### config.mk
export PLATFORM = sky130hd
export DESIGN_NAME = supply_setpoint_and_measurement_flat
export DESIGN_NICKNAME = d
export VERILOG_FILES = /design/src/rtl/core/ssm_pkg.sv /design/src/rtl/core/ssm_item_if.sv /design/src/rtl/core/ssm_result_if.sv /design/src/rtl/core/ssm_div.sv /design/src/rtl/core/ssm_ctrl.sv /design/src/rtl/core/ssm_dp.sv /design/src/rtl/core/supply_setpoint_and_measurement.sv /design/src/flat_wrapper.sv
export SDC_FILE = /design/constraint.sdc
export NUM_CORES = 2
export LEC_CHECK = 0
export BUFFER_PORTS_ARGS = -buffer_cell sky130_fd_sc_hd__buf_4
export CAP_MARGIN = 10
export CORE_ASPECT_RATIO = 2
export CORE_MARGIN = 2
export CORE_UTILIZATION = 30
export DETAILED_ROUTE_END_ITERATION = 7
export PLACE_DENSITY = 0.51
export SLEW_MARGIN = 20
export SYNTH_ARGS = -nofsm -noshare
export SYNTH_HDL_FRONTEND = slang
export SYNTH_SLANG_ARGS = --single-unit
### constraint.sdc
create_clock -name clk -period 8.1 [get_ports clk]
set_clock_uncertainty 0.05 [all_clocks]
set_input_delay 0.81 -clock clk [delete_from_list [all_inputs] [get_ports clk]]
set_output_delay 0.81 -clock clk [all_outputs]
set_load 0.01 [all_outputs]
### src/rtl/core/ssm_pkg.sv
// ----------------------------------------------------------------------------
// ssm_pkg
// Shared types, widths and constants of the supply setpoint and measurement
// block.
// ----------------------------------------------------------------------------
package ssm_pkg;

	// payload widths
	localparam int ACT_W   = 2;
	localparam int SP_W    = 16;
	localparam int ADC_W   = 12;
	localparam int CMP_W   = 14;
	localparam int VOLT_W  = 12;
	localparam int CURR_W  = 16;
	localparam int CNT_W   = 7;
	localparam int SUM_W   = 19;
	localparam int AMPS_W  = 7;

	// APB port
	localparam int APB_AW    = 3;
	localparam int APB_DW    = 32;
	localparam int REG_IDX_W = 1;
	localparam int REG_LSB   = 2;
	localparam logic [REG_IDX_W-1:0] REG_SAMPLE_COUNT = 1'b0;
	localparam logic [CNT_W-1:0]     SAMPLE_COUNT_RST = 7'd7;

	// scaling constants
	localparam logic [11:0] ADC_FULL_SCALE = 12'd4095;
	localparam logic [11:0] CENTI_SCALE    = 12'd3300;
	localparam logic [21:0] CURRENT_SCALE  = 22'd3300000;
	localparam logic [15:0] AMP_RATIO      = 16'd33000;
	localparam logic [CMP_W-1:0] VCMP_RST  = 14'd15;

	// setpoint scaling by reciprocal multiplication
	// sp*5/33: ceil(5 * 2^21 / 33), exact for any 16-bit setpoint
	localparam int          CMP_RECIP_W = 19;
	localparam logic [18:0] CMP_RECIP   = 19'd317751;
	localparam int          CMP_SHIFT   = 21;
	localparam int          CMP_PROD_W  = SP_W + CMP_RECIP_W;
	// sp/1000: ceil(2^26 / 1000), exact for any 16-bit setpoint
	localparam int          AMPS_RECIP_W = 17;
	localparam logic [16:0] AMPS_RECIP   = 17'd67109;
	localparam int          AMPS_SHIFT   = 26;
	localparam int          AMPS_PROD_W  = SP_W + AMPS_RECIP_W;

	// divider geometry
	localparam int DIV_W     = 41;                  // widest numerator
	localparam int DEN_W     = 20;                  // N*4095 < 2^19, one spare
	localparam int DIV_CNT_W = $clog2(DIV_W + 1);
	localparam int VNUM_W    = SUM_W + 12;
	localparam int LHS_W     = SUM_W + 16;
	localparam int LIM_W     = AMPS_W + SUM_W;

	typedef enum logic [ACT_W-1:0] {
		ACT_RELAY  = 2'd0,
		ACT_VSET   = 2'd1,
		ACT_CSET   = 2'd2,
		ACT_SAMPLE = 2'd3
	} action_t;

	typedef enum logic {
		DIV_VOLT,
		DIV_CURR
	} div_sel_t;

	typedef enum logic [2:0] {
		ST_IDLE,
		ST_DECODE,
		ST_CHECK,
		ST_WAIT_VOLT,
		ST_WAIT_CURR,
		ST_DELIVER
	} state_t;

	typedef struct packed {
		logic     take;
		logic     relay_set;
		logic     accumulate;
		logic     prep;
		logic     div_start;
		div_sel_t div_sel;
		logic     store_vcmp;
		logic     store_ccmp;
		logic     store_amps;
		logic     store_volt;
		logic     store_curr;
		logic     close_window;
		logic     load_out;
	} ssm_cmd_t;

	typedef struct packed {
		action_t action;
		logic    vsp_changed;
		logic    csp_changed;
		logic    window_full;
		logic    plausible;
		logic    div_done;
		logic    out_free;
	} ssm_status_t;

endpackage

### src/rtl/core/ssm_item_if.sv
// ----------------------------------------------------------------------------
// ssm_item_if
// Request channel: one command or ADC sample pair per handshake.
// ----------------------------------------------------------------------------
interface ssm_item_if import ssm_pkg::*; ();
	logic              valid;
	logic              ready;
	logic [ACT_W-1:0]  action;
	logic              power_on;
	logic [SP_W-1:0]   setpoint;
	logic [ADC_W-1:0]  adc_high_side;
	logic [ADC_W-1:0]  adc_low_side;

	modport source (
		output valid, action, power_on, setpoint, adc_high_side, adc_low_side,
		input  ready
	);
	modport sink (
		input  valid, action, power_on, setpoint, adc_high_side, adc_low_side,
		output ready
	);
endinterface

### src/rtl/core/ssm_result_if.sv
// ----------------------------------------------------------------------------
// ssm_result_if
// Result channel: drive state and measurement report per request.
// ----------------------------------------------------------------------------
interface ssm_result_if import ssm_pkg::*; ();
	logic              valid;
	logic              ready;
	logic              relay_on;
	logic [CMP_W-1:0]  voltage_compare;
	logic [CMP_W-1:0]  current_compare;
	logic              report_valid;
	logic [VOLT_W-1:0] measured_voltage;
	logic [CURR_W-1:0] measured_current;

	modport source (
		output valid, relay_on, voltage_compare, current_compare, report_valid,
			measured_voltage, measured_current,
		input  ready
	);
	modport sink (
		input  valid, relay_on, voltage_compare, current_compare, report_valid,
			measured_voltage, measured_current,
		output ready
	);
endinterface

### src/rtl/core/ssm_div.sv
// ----------------------------------------------------------------------------
// ssm_div
// Restoring unsigned divider, one quotient bit per cycle.
// ----------------------------------------------------------------------------
module ssm_div import ssm_pkg::*; (
	input  logic             clk,
	input  logic             arst_n,
	input  logic             start,
	input  logic [DIV_W-1:0] dividend,
	input  logic [DEN_W-1:0] divisor,
	output logic             done,
	output logic [DIV_W-1:0] quotient
);

	logic [DIV_W-1:0]     work_q;
	logic [DEN_W-1:0]     rem_q;
	logic [DEN_W-1:0]     dvs_q;
	logic [DIV_CNT_W-1:0] cnt_q;
	logic                 busy_q;
	logic                 done_q;
	logic [DEN_W:0]       shifted;
	logic [DEN_W:0]       trial;
	logic                 fits;

	assign shifted = {rem_q, work_q[DIV_W-1]};
	assign trial   = shifted - {1'b0, dvs_q};
	assign fits    = !trial[DEN_W];

	always_ff @(posedge clk or negedge arst_n) begin
		if (!arst_n) begin
			busy_q <= 1'b0;
			done_q <= 1'b0;
			cnt_q  <= '0;
		end else begin
			done_q <= 1'b0;
			if (start) begin
				busy_q <= 1'b1;
				cnt_q  <= DIV_CNT_W'(DIV_W);
			end else if (busy_q) begin
				cnt_q <= cnt_q - 1'b1;
				if (cnt_q == DIV_CNT_W'(1)) begin
					busy_q <= 1'b0;
					done_q <= 1'b1;
				end
			end
		end
	end

	// quotient bits shift in behind the numerator
	always_ff @(posedge clk) begin
		if (start) begin
			work_q <= dividend;
			rem_q  <= '0;
			dvs_q  <= divisor;
		end else if (busy_q) begin
			work_q <= {work_q[DIV_W-2:0], fits};
			rem_q  <= fits ? trial[DEN_W-1:0] : shifted[DEN_W-1:0];
		end
	end

	assign done     = done_q;
	assign quotient = work_q;

endmodule

### src/rtl/core/ssm_ctrl.sv
// ----------------------------------------------------------------------------
// ssm_ctrl
// Sequencer: decodes a request, runs the divisions, hands off the result.
// ----------------------------------------------------------------------------
module ssm_ctrl import ssm_pkg::*; (
	input  logic        clk,
	input  logic        arst_n,
	input  logic        in_valid,
	output logic        in_ready,
	input  ssm_status_t status,
	output ssm_cmd_t    cmd
);

	state_t state_q, state_d;

	always_ff @(posedge clk or negedge arst_n) begin
		if (!arst_n) begin
			state_q <= ST_IDLE;
		end else begin
			state_q <= state_d;
		end
	end

	always_comb begin
		state_d  = state_q;
		cmd      = '0;
		in_ready = 1'b0;
		unique case (state_q)
			ST_IDLE: begin
				in_ready = 1'b1;
				if (in_valid) begin
					cmd.take = 1'b1;
					state_d  = ST_DECODE;
				end
			end
			ST_DECODE: begin
				unique case (status.action)
					ACT_RELAY: begin
						cmd.relay_set = 1'b1;
						state_d       = ST_DELIVER;
					end
					ACT_VSET: begin
						if (status.vsp_changed) begin
							cmd.store_vcmp = 1'b1;
						end
						state_d = ST_DELIVER;
					end
					ACT_CSET: begin
						if (status.csp_changed) begin
							cmd.store_ccmp = 1'b1;
							cmd.store_amps = 1'b1;
						end
						state_d = ST_DELIVER;
					end
					ACT_SAMPLE: begin
						cmd.accumulate = 1'b1;
						state_d        = ST_CHECK;
					end
				endcase
			end
			ST_CHECK: begin
				cmd.prep = 1'b1;
				if (status.window_full) begin
					cmd.div_start = 1'b1;
					cmd.div_sel   = DIV_VOLT;
					state_d       = ST_WAIT_VOLT;
				end else begin
					state_d = ST_DELIVER;
				end
			end
			ST_WAIT_VOLT: begin
				if (status.div_done) begin
					cmd.store_volt = 1'b1;
					if (status.plausible) begin
						cmd.div_start = 1'b1;
						cmd.div_sel   = DIV_CURR;
						state_d       = ST_WAIT_CURR;
					end else begin
						cmd.close_window = 1'b1;
						state_d          = ST_DELIVER;
					end
				end
			end
			ST_WAIT_CURR: begin
				if (status.div_done) begin
					cmd.store_curr   = 1'b1;
					cmd.close_window = 1'b1;
					state_d          = ST_DELIVER;
				end
			end
			ST_DELIVER: begin
				if (status.out_free) begin
					cmd.load_out = 1'b1;
					state_d      = ST_IDLE;
				end
			end
			default: begin
				state_d = ST_IDLE;
			end
		endcase
	end

endmodule

### src/rtl/core/ssm_dp.sv
// ----------------------------------------------------------------------------
// ssm_dp
// Datapath: request latch, setpoint and window state, scaling products,
// shared divider and output register.
// ----------------------------------------------------------------------------
module ssm_dp import ssm_pkg::*; (
	input  logic              clk,
	input  logic              arst_n,
	input  ssm_cmd_t          cmd,
	output ssm_status_t       status,
	input  logic [CNT_W-1:0]  sample_count,
	input  logic [ACT_W-1:0]  action,
	input  logic              power_on,
	input  logic [SP_W-1:0]   setpoint,
	input  logic [ADC_W-1:0]  adc_high_side,
	input  logic [ADC_W-1:0]  adc_low_side,
	output logic              out_valid,
	input  logic              out_ready,
	output logic              relay_on,
	output logic [CMP_W-1:0]  voltage_compare,
	output logic [CMP_W-1:0]  current_compare,
	output logic              report_valid,
	output logic [VOLT_W-1:0] measured_voltage,
	output logic [CURR_W-1:0] measured_current
);

	// latched request
	logic [ACT_W-1:0]  action_q;
	logic              power_q;
	logic [SP_W-1:0]   sp_q;
	logic [ADC_W-1:0]  adc_a_q;
	logic [ADC_W-1:0]  adc_b_q;

	// block state
	logic              relay_q;
	logic [SP_W-1:0]   vsp_q;
	logic [SP_W-1:0]   csp_q;
	logic [CMP_W-1:0]  vcmp_q;
	logic [CMP_W-1:0]  ccmp_q;
	logic [AMPS_W-1:0] amps_q;
	logic [SUM_W-1:0]  sum_a_q;
	logic [SUM_W-1:0]  sum_b_q;
	logic [CNT_W-1:0]  pairs_q;
	logic [CURR_W-1:0] held_q;
	logic [VOLT_W-1:0] volt_q;
	logic              report_q;

	// report products
	logic              ge_q;
	logic [DIV_W-1:0]  cur_num_q;
	logic [LHS_W-1:0]  lhs_q;
	logic [LIM_W-1:0]  limit_q;

	// output register
	logic              out_valid_q;
	logic              o_relay_q;
	logic [CMP_W-1:0]  o_vcmp_q;
	logic [CMP_W-1:0]  o_ccmp_q;
	logic              o_report_q;
	logic [VOLT_W-1:0] o_volt_q;
	logic [CURR_W-1:0] o_curr_q;

	logic [CNT_W-1:0]       n;
	logic [SUM_W-1:0]       den;
	logic [SUM_W-1:0]       diff;
	logic [VNUM_W-1:0]      volt_num;
	logic [CMP_PROD_W-1:0]  cmp_prod;
	logic [AMPS_PROD_W-1:0] amps_prod;
	logic [DIV_W-1:0]       div_dvd;
	logic [DEN_W-1:0]       div_dvs;
	logic [DIV_W-1:0]       quot;
	logic                   div_done;

	// zero count behaves as one
	assign n        = (sample_count == '0) ? CNT_W'(1) : sample_count;
	assign den      = {n, 12'd0} - SUM_W'(n);               // n * 4095
	assign diff     = sum_a_q - sum_b_q;
	assign volt_num = VNUM_W'(sum_a_q) * VNUM_W'(CENTI_SCALE);
	// setpoint scaling: floor(sp*5/33) and floor(sp/1000)
	assign cmp_prod  = CMP_PROD_W'(sp_q) * CMP_PROD_W'(CMP_RECIP);
	assign amps_prod = AMPS_PROD_W'(sp_q) * AMPS_PROD_W'(AMPS_RECIP);

	assign div_dvs = DEN_W'(den);

	always_comb begin
		unique case (cmd.div_sel)
			DIV_VOLT: begin
				div_dvd = DIV_W'(volt_num);
			end
			DIV_CURR: begin
				div_dvd = cur_num_q;
			end
		endcase
	end

	ssm_div u_div (
		.clk      (clk),
		.arst_n   (arst_n),
		.start    (cmd.div_start),
		.dividend (div_dvd),
		.divisor  (div_dvs),
		.done     (div_done),
		.quotient (quot)
	);

	always_ff @(posedge clk) begin
		if (cmd.take) begin
			action_q <= action;
			power_q  <= power_on;
			sp_q     <= setpoint;
			adc_a_q  <= adc_high_side;
			adc_b_q  <= adc_low_side;
		end
		if (cmd.prep) begin
			ge_q      <= sum_a_q >= sum_b_q;
			cur_num_q <= DIV_W'(diff) * DIV_W'(CURRENT_SCALE);
			lhs_q     <= LHS_W'(diff) * LHS_W'(AMP_RATIO);
			limit_q   <= LIM_W'(amps_q) * LIM_W'(den);
		end
		if (cmd.store_volt) begin
			volt_q <= (quot > DIV_W'(4095)) ? '1 : quot[VOLT_W-1:0];
		end
		if (cmd.load_out) begin
			o_relay_q  <= relay_q;
			o_vcmp_q   <= vcmp_q;
			o_ccmp_q   <= ccmp_q;
			o_report_q <= report_q;
			o_volt_q   <= report_q ? volt_q : '0;
			o_curr_q   <= report_q ? held_q : '0;
		end
	end

	always_ff @(posedge clk or negedge arst_n) begin
		if (!arst_n) begin
			relay_q     <= 1'b0;
			vsp_q       <= '0;
			csp_q       <= '0;
			vcmp_q      <= VCMP_RST;
			ccmp_q      <= '0;
			amps_q      <= '0;
			sum_a_q     <= '0;
			sum_b_q     <= '0;
			pairs_q     <= '0;
			held_q      <= '0;
			report_q    <= 1'b0;
			out_valid_q <= 1'b0;
		end else begin
			if (cmd.take) begin
				report_q <= 1'b0;
			end
			if (cmd.relay_set) begin
				relay_q <= power_q;
			end
			if (cmd.store_vcmp) begin
				vsp_q  <= sp_q;
				vcmp_q <= cmp_prod[CMP_SHIFT +: CMP_W];
			end
			if (cmd.store_ccmp) begin
				csp_q  <= sp_q;
				ccmp_q <= cmp_prod[CMP_SHIFT +: CMP_W];
			end
			if (cmd.store_amps) begin
				amps_q <= amps_prod[AMPS_SHIFT +: AMPS_W];
			end
			if (cmd.store_curr) begin
				held_q <= (quot > DIV_W'(65535)) ? '1 : quot[CURR_W-1:0];
			end
			if (cmd.accumulate) begin
				sum_a_q <= sum_a_q + SUM_W'(adc_a_q);
				sum_b_q <= sum_b_q + SUM_W'(adc_b_q);
				pairs_q <= pairs_q + 1'b1;
			end else if (cmd.close_window) begin
				sum_a_q  <= '0;
				sum_b_q  <= '0;
				pairs_q  <= '0;
				report_q <= 1'b1;
			end
			if (cmd.load_out) begin
				out_valid_q <= 1'b1;
			end else if (out_ready) begin
				out_valid_q <= 1'b0;
			end
		end
	end

	assign status.action      = action_t'(action_q);
	assign status.vsp_changed = sp_q != vsp_q;
	assign status.csp_changed = sp_q != csp_q;
	assign status.window_full = pairs_q >= n;
	assign status.plausible   = ge_q && (lhs_q <= LHS_W'(limit_q));
	assign status.div_done    = div_done;
	assign status.out_free    = !out_valid_q || out_ready;

	assign out_valid        = out_valid_q;
	assign relay_on         = o_relay_q;
	assign voltage_compare  = o_vcmp_q;
	assign current_compare  = o_ccmp_q;
	assign report_valid     = o_report_q;
	assign measured_voltage = o_volt_q;
	assign measured_current = o_curr_q;

endmodule

### src/rtl/core/supply_setpoint_and_measurement.sv
// ----------------------------------------------------------------------------
// supply_setpoint_and_measurement
// Relay drive, setpoint-to-PWM conversion and averaged voltage / current
// measurement of a bench supply, with an APB register for the window length.
// ----------------------------------------------------------------------------
// Flow: a relay or setpoint request passes DECODE and DELIVER; a sample adds
//   CHECK, and a closing sample adds WAIT_VOLT and, if plausible, WAIT_CURR.
// Requests: one in flight, the next is taken after DELIVER, which waits while
//   the sink stalls; a closing sample runs the 41-step divider once or twice.
// Reset: arst_n clears sums, counts, setpoints and relay; the voltage compare
//   value comes up at 15, the window length at 7.
// ----------------------------------------------------------------------------
module supply_setpoint_and_measurement import ssm_pkg::*; (
	input  logic              clk,
	input  logic              arst_n,
	input  logic              psel,
	input  logic              penable,
	input  logic              pwrite,
	input  logic [APB_AW-1:0] paddr,
	input  logic [APB_DW-1:0] pwdata,
	output logic [APB_DW-1:0] prdata,
	output logic              pready,
	ssm_item_if.sink          item,
	ssm_result_if.source      result
);

	// window length register
	logic [CNT_W-1:0]     sample_count_q;
	logic [REG_IDX_W-1:0] reg_idx;
	logic                 wr_en;

	ssm_cmd_t    cmd;
	ssm_status_t status;

	assign pready  = 1'b1;
	assign reg_idx = paddr[REG_LSB +: REG_IDX_W];
	assign wr_en   = psel && penable && pwrite && pready;

	// writes past the register list are dropped, reads return zero
	always_ff @(posedge clk or negedge arst_n) begin
		if (!arst_n) begin
			sample_count_q <= SAMPLE_COUNT_RST;
		end else if (wr_en && reg_idx == REG_SAMPLE_COUNT) begin
			sample_count_q <= pwdata[CNT_W-1:0];
		end
	end

	always_comb begin
		prdata = '0;
		if (reg_idx == REG_SAMPLE_COUNT) begin
			prdata = APB_DW'(sample_count_q);
		end
	end

	// sequencer: owns the request handshake, one request in flight
	ssm_ctrl u_ctrl (
		.clk      (clk),
		.arst_n   (arst_n),
		.in_valid (item.valid),
		.in_ready (item.ready),
		.status   (status),
		.cmd      (cmd)
	);

	// datapath: the output register lets the next request in while a
	// result still waits on the sink
	ssm_dp u_dp (
		.clk              (clk),
		.arst_n           (arst_n),
		.cmd              (cmd),
		.status           (status),
		.sample_count     (sample_count_q),
		.action           (item.action),
		.power_on         (item.power_on),
		.setpoint         (item.setpoint),
		.adc_high_side    (item.adc_high_side),
		.adc_low_side     (item.adc_low_side),
		.out_valid        (result.valid),
		.out_ready        (result.ready),
		.relay_on         (result.relay_on),
		.voltage_compare  (result.voltage_compare),
		.current_compare  (result.current_compare),
		.report_valid     (result.report_valid),
		.measured_voltage (result.measured_voltage),
		.measured_current (result.measured_current)
	);

endmodule

### src/flat_wrapper.sv
// flat-port wrapper written by rule: the top's interface ports become plain ports
module supply_setpoint_and_measurement_flat import ssm_pkg::*;
  (clk, arst_n, psel, penable, pwrite, paddr, pwdata, prdata, pready, item_valid, item_action, item_power_on, item_setpoint, item_adc_high_side, item_adc_low_side, item_ready, result_valid, result_relay_on, result_voltage_compare, result_current_compare, result_report_valid, result_measured_voltage, result_measured_current, result_ready);
  ssm_item_if item_i ();
  ssm_result_if result_i ();
  input  logic clk;
  input  logic arst_n;
  input  logic psel;
  input  logic penable;
  input  logic pwrite;
  input  logic [APB_AW-1:0] paddr;
  input  logic [APB_DW-1:0] pwdata;
  output logic [APB_DW-1:0] prdata;
  output logic pready;
  input wire logic [$bits(item_i.valid)-1:0] item_valid;
  input wire logic [$bits(item_i.action)-1:0] item_action;
  input wire logic [$bits(item_i.power_on)-1:0] item_power_on;
  input wire logic [$bits(item_i.setpoint)-1:0] item_setpoint;
  input wire logic [$bits(item_i.adc_high_side)-1:0] item_adc_high_side;
  input wire logic [$bits(item_i.adc_low_side)-1:0] item_adc_low_side;
  output wire logic [$bits(item_i.ready)-1:0] item_ready;
  output wire logic [$bits(result_i.valid)-1:0] result_valid;
  output wire logic [$bits(result_i.relay_on)-1:0] result_relay_on;
  output wire logic [$bits(result_i.voltage_compare)-1:0] result_voltage_compare;
  output wire logic [$bits(result_i.current_compare)-1:0] result_current_compare;
  output wire logic [$bits(result_i.report_valid)-1:0] result_report_valid;
  output wire logic [$bits(result_i.measured_voltage)-1:0] result_measured_voltage;
  output wire logic [$bits(result_i.measured_current)-1:0] result_measured_current;
  input wire logic [$bits(result_i.ready)-1:0] result_ready;
  assign item_i.valid = item_valid;
  assign item_i.action = item_action;
  assign item_i.power_on = item_power_on;
  assign item_i.setpoint = item_setpoint;
  assign item_i.adc_high_side = item_adc_high_side;
  assign item_i.adc_low_side = item_adc_low_side;
  assign item_ready = item_i.ready;
  assign result_valid = result_i.valid;
  assign result_relay_on = result_i.relay_on;
  assign result_voltage_compare = result_i.voltage_compare;
  assign result_current_compare = result_i.current_compare;
  assign result_report_valid = result_i.report_valid;
  assign result_measured_voltage = result_i.measured_voltage;
  assign result_measured_current = result_i.measured_current;
  assign result_i.ready = result_ready;
  supply_setpoint_and_measurement u_core (.clk(clk), .arst_n(arst_n), .psel(psel), .penable(penable), .pwrite(pwrite), .paddr(paddr), .pwdata(pwdata), .prdata(prdata), .pready(pready), .item(item_i), .result(result_i));
endmodule
==> impl_summary.log <==
[metrics] Worst Setup Slack, final: 252 ps
[metrics] commonest non-fill, non-tap cells in the layout: sky130_fd_sc_hd__inv_1, sky130_fd_sc_hd__ha_1, sky130_fd_sc_hd__fa_1
[metrics] start point of the critical path: u_core.u_dp.sum_a_q[0]$_DFFE_PN0P_
[metrics] CTS H-Tree Depth: 2
[metrics] maximum count of clock buffers along a single path: 3
[metrics] area of the placeable core: 145000 µm²
[metrics] share of flip-flops with an asynchronous set or reset: 34.4%
[metrics] die height: 544 µm
[metrics] post-layout instance count excluding filler cells: 6441
[metrics] Site Rows: 198
[metrics] min cycle time layout: 7850 ps
[metrics] floorplan die area: 149000 µm²
[metrics] worst hold path type: input port to asynchronous set/reset pin
[metrics] crit path capture: u_core.u_dp.cur_num_q[38]$_DFFE_PN_
[metrics] grt total ovfl: 0
[metrics] overall routing resource usage: 17.7%
[metrics] leading cell types by total area after synthesis: sky130_fd_sc_hd__ha_1, sky130_fd_sc_hd__fa_1, sky130_fd_sc_hd__edfxtp_1
[metrics] FF-to-FF setup slack: 250 ps
[metrics] first-pass GRT wire length: 197000 µm
[metrics] element type at the critical path end: flip-flop
[metrics] overall via count from detail_route: 30600
[metrics] total wirelength of the detailed-routed design: 130000 µm
[metrics] Port Buffer Count: 124
[metrics] number of buffers added by the clock tree synthesis step: 47
[metrics] most area-hungry cell type in the Yosys netlist: sky130_fd_sc_hd__ha_1
[metrics] fraction of the yosys area taken by sequential cells: 27.6%
[metrics] Mean Syn Cell Area: 10.4 µm²
[metrics] run status: completed
[metrics] drt pass-1 iters: 5
[metrics] launch point of the worst reg-to-reg path: u_core.u_dp.sum_a_q[0]$_DFFE_PN0P_
[metrics] Synth Instances: 4214
[metrics] Peak Freq: 0.127 GHz
[metrics] violation count after the first detailed-route iteration: 1214
[metrics] total met2 wirelength after detailed routing: 76300 µm
[metrics] number of antenna violations at the first check in global routing: 1
[metrics] Least-Margin Pin Slew: 1040 ps
[metrics] post-synthesis cell type count: 85
[metrics] arrival time at the worst endpoint: 8140 ps
[metrics] sink count of the clock tree: 433
[metrics] hold violation total from the final report: 0
[metrics] CTS tree: built
[metrics] number of max-cap violations: 0
[metrics] share of final-layout standard cells stronger than drive strength 1: 12.0%
[metrics] Clock Latency Late Sink: 630 ps
[metrics] family of cells with the greatest summed delay on the critical path: adder cells
[metrics] synthesis-stage register bit count: 433
[metrics] critical path start-end classification: flip-flop to flip-flop
[metrics] CP peak stage delay: 540 ps
[metrics] via count normalized by instance count: 4.75
[metrics] reg-to-reg endpoint: u_core.u_dp.cur_num_q[38]$_DFFE_PN_
[metrics] pin count of the biggest net entering global routing: 69
[metrics] sum of buffers and inverters on the critical path: 5
[metrics] critical path depth in cells: 31
[metrics] average wire length per cell after detail routing: 20.2 µm
[metrics] share of the clock period used by the worst path: 96.9%
[metrics] io pins: 178
[metrics] clock root buffer master: sky130_fd_sc_hd__clkbuf_16
[metrics] Detailed Place HPWL: 110000 µm
[metrics] most common library cell in the layout ignoring fill and taps: sky130_fd_sc_hd__inv_1
[metrics] DRC violation count after routing: 0
[metrics] pre-CTS setup slack: -29.8 ps
[metrics] Synth top area share: 20.0%
[metrics] max-slew violation total from the final report: 0
[metrics] type of element launching the critical path: flip-flop
[metrics] critical-path cell with the highest stage delay: sky130_fd_sc_hd__fa_1
[metrics] area grow syn2layout: 14.3%
[metrics] Post-DRT Antenna Nets: 0
[metrics] number of nets in the layout: 5708
[metrics] Final Util: 34.5%
[metrics] setup TNS after final layout: 0 ps
[metrics] floorplan die width: 274 µm
[metrics] reg2reg path depth: 31
[metrics] count of flip-flops with a built-in enable after synthesis: 264
[metrics] initial cell density of the core: 30.2%
[metrics] wire length on met1: 40500 µm
[metrics] hold-fix buffers at CTS: 0
[metrics] area of the mapped netlist: 43800 µm²
[metrics] required time of the critical path: 8400 ps
[metrics] sum of met3 wire segment lengths after detailed routing: 2820 µm
[metrics] maximum fanout count along the critical path: 3
[metrics] number of cells in the design after placement: 6341
[metrics] top_reg_cell synth: sky130_fd_sc_hd__edfxtp_1
[metrics] topmost layer with routed signal wires: met4
[metrics] vias in the first global route: 33500
[metrics] RePlAce Congestion: 0.946
[metrics] worst slew margin relative to its limit: 30.1%
[metrics] synthesis warning total: 0
[metrics] clock edge transition at the registers on the reported setup and hold paths: 70 ps
[metrics] # setup viols final: 0
[cells in the mapped netlist (all sizes together), types with 19 or more instances]
cell type	n
a21oi	186
o21ai	166
o21a	28
ha	699
and3	21
nor2	176
inv	798
o21bai	19
nand3	82
mux2i	30
buf	41
and2	73
nor2b	29
a31oi	24
dfxtp	20
dfrtp	142
nand2b	31
xnor2	156
mux2	73
clkbuf	69
nor3	43
a21o	70
nand2	223
edfxtp	264
a211oi	24
fa	424
nand4	32
xor2	73
[metrics by stage]
step	hold WS, ps	cell area [µm²]
floorplan	371	43900
global placement	377	48100
detailed placement	380	48100
CTS	80.1	49800
global route	128	50000
finish	100	50000
[registers in the layout, indices dropped and copies added (netlist names), 16 cells and up]
name / flops
u_core.u_dp.sum_b_q: 19
u_core.u_dp.held_q: 16
u_core.u_dp.u_div.dvs_q: 18
u_core.u_dp.u_div.rem_q: 20
u_core.u_dp.measured_current: 16
u_core.u_dp.vsp_q: 16
u_core.u_dp.sp_q: 16
u_core.u_dp.csp_q: 16
u_core.u_dp.sum_a_q: 19
u_core.u_dp.lhs_q: 32
u_core.u_dp.cur_num_q: 33
u_core.u_dp.u_div.quotient: 41
u_core.u_dp.limit_q: 26
[cell type report]
cell class                 instances  area (µm²)
clock buffer                      59        1290
sequential                       433       12100
tap                             1900        2380
fill                           14800       95100
timing repair buffer             321        2440
clock inverter                    29         353
antenna                            2        5.00
inverter                         802        3010
multi-input combinational       2895       28500
[cells by family (layout without fill, tap and decap cells)]
kind of cell / count (synthesis) / in the layout / synth area share, %
flops: 433 / 433 / 27.6
simple gates: 765 / 765 / 8.45
xor+xnor: 229 / 229 / 4.58
other cells: 2 / 30 / 0.0172
mux: 103 / 103 / 2.56
fa+ha+maj: 1124 / 1124 / 39.4
buf+inv: 912 / 1211 / 8.11
compound gates: 646 / 646 / 9.32
[layer usage]
metal  GRT usage (%)  vias to the layer above
met5               0                        -
met3            1.42                      297
li1                -                    14600
met2            37.1                      571
met1            15.2                    15100
met4            12.3                        0
[how the worst min path moves through the flow]
stage,to,depth (start not counted)
2_1_floorplan,u_core.u_dp.current_compare[0]$_DFFE_PP_,0
3_3_place_gp,u_core.u_dp.voltage_compare[7]$_DFFE_PP_,0
3_5_place_dp,u_core.u_dp.current_compare[1]$_DFFE_PP_,0
4_1_cts,u_core.u_dp.sum_a_q[8]$_DFFE_PN0P_,1
5_1_grt,u_core.u_dp.sum_a_q[8]$_DFFE_PN0P_,1
6_report,u_core.u_dp.sum_a_q[8]$_DFFE_PN0P_,1
[timing repair]
item                       4_1_cts  5_1_grt
setup buffers                    3        7
pin swaps                        2       19
hold endpoints to repair         0        0
gates cloned                     0        0
gates resized for setup          3       29
setup endpoints to repair        2        9
Power is left out: the tool's default activity adds up to more than one toggle a clock period on the data nets, which glitch-free logic cannot reach.
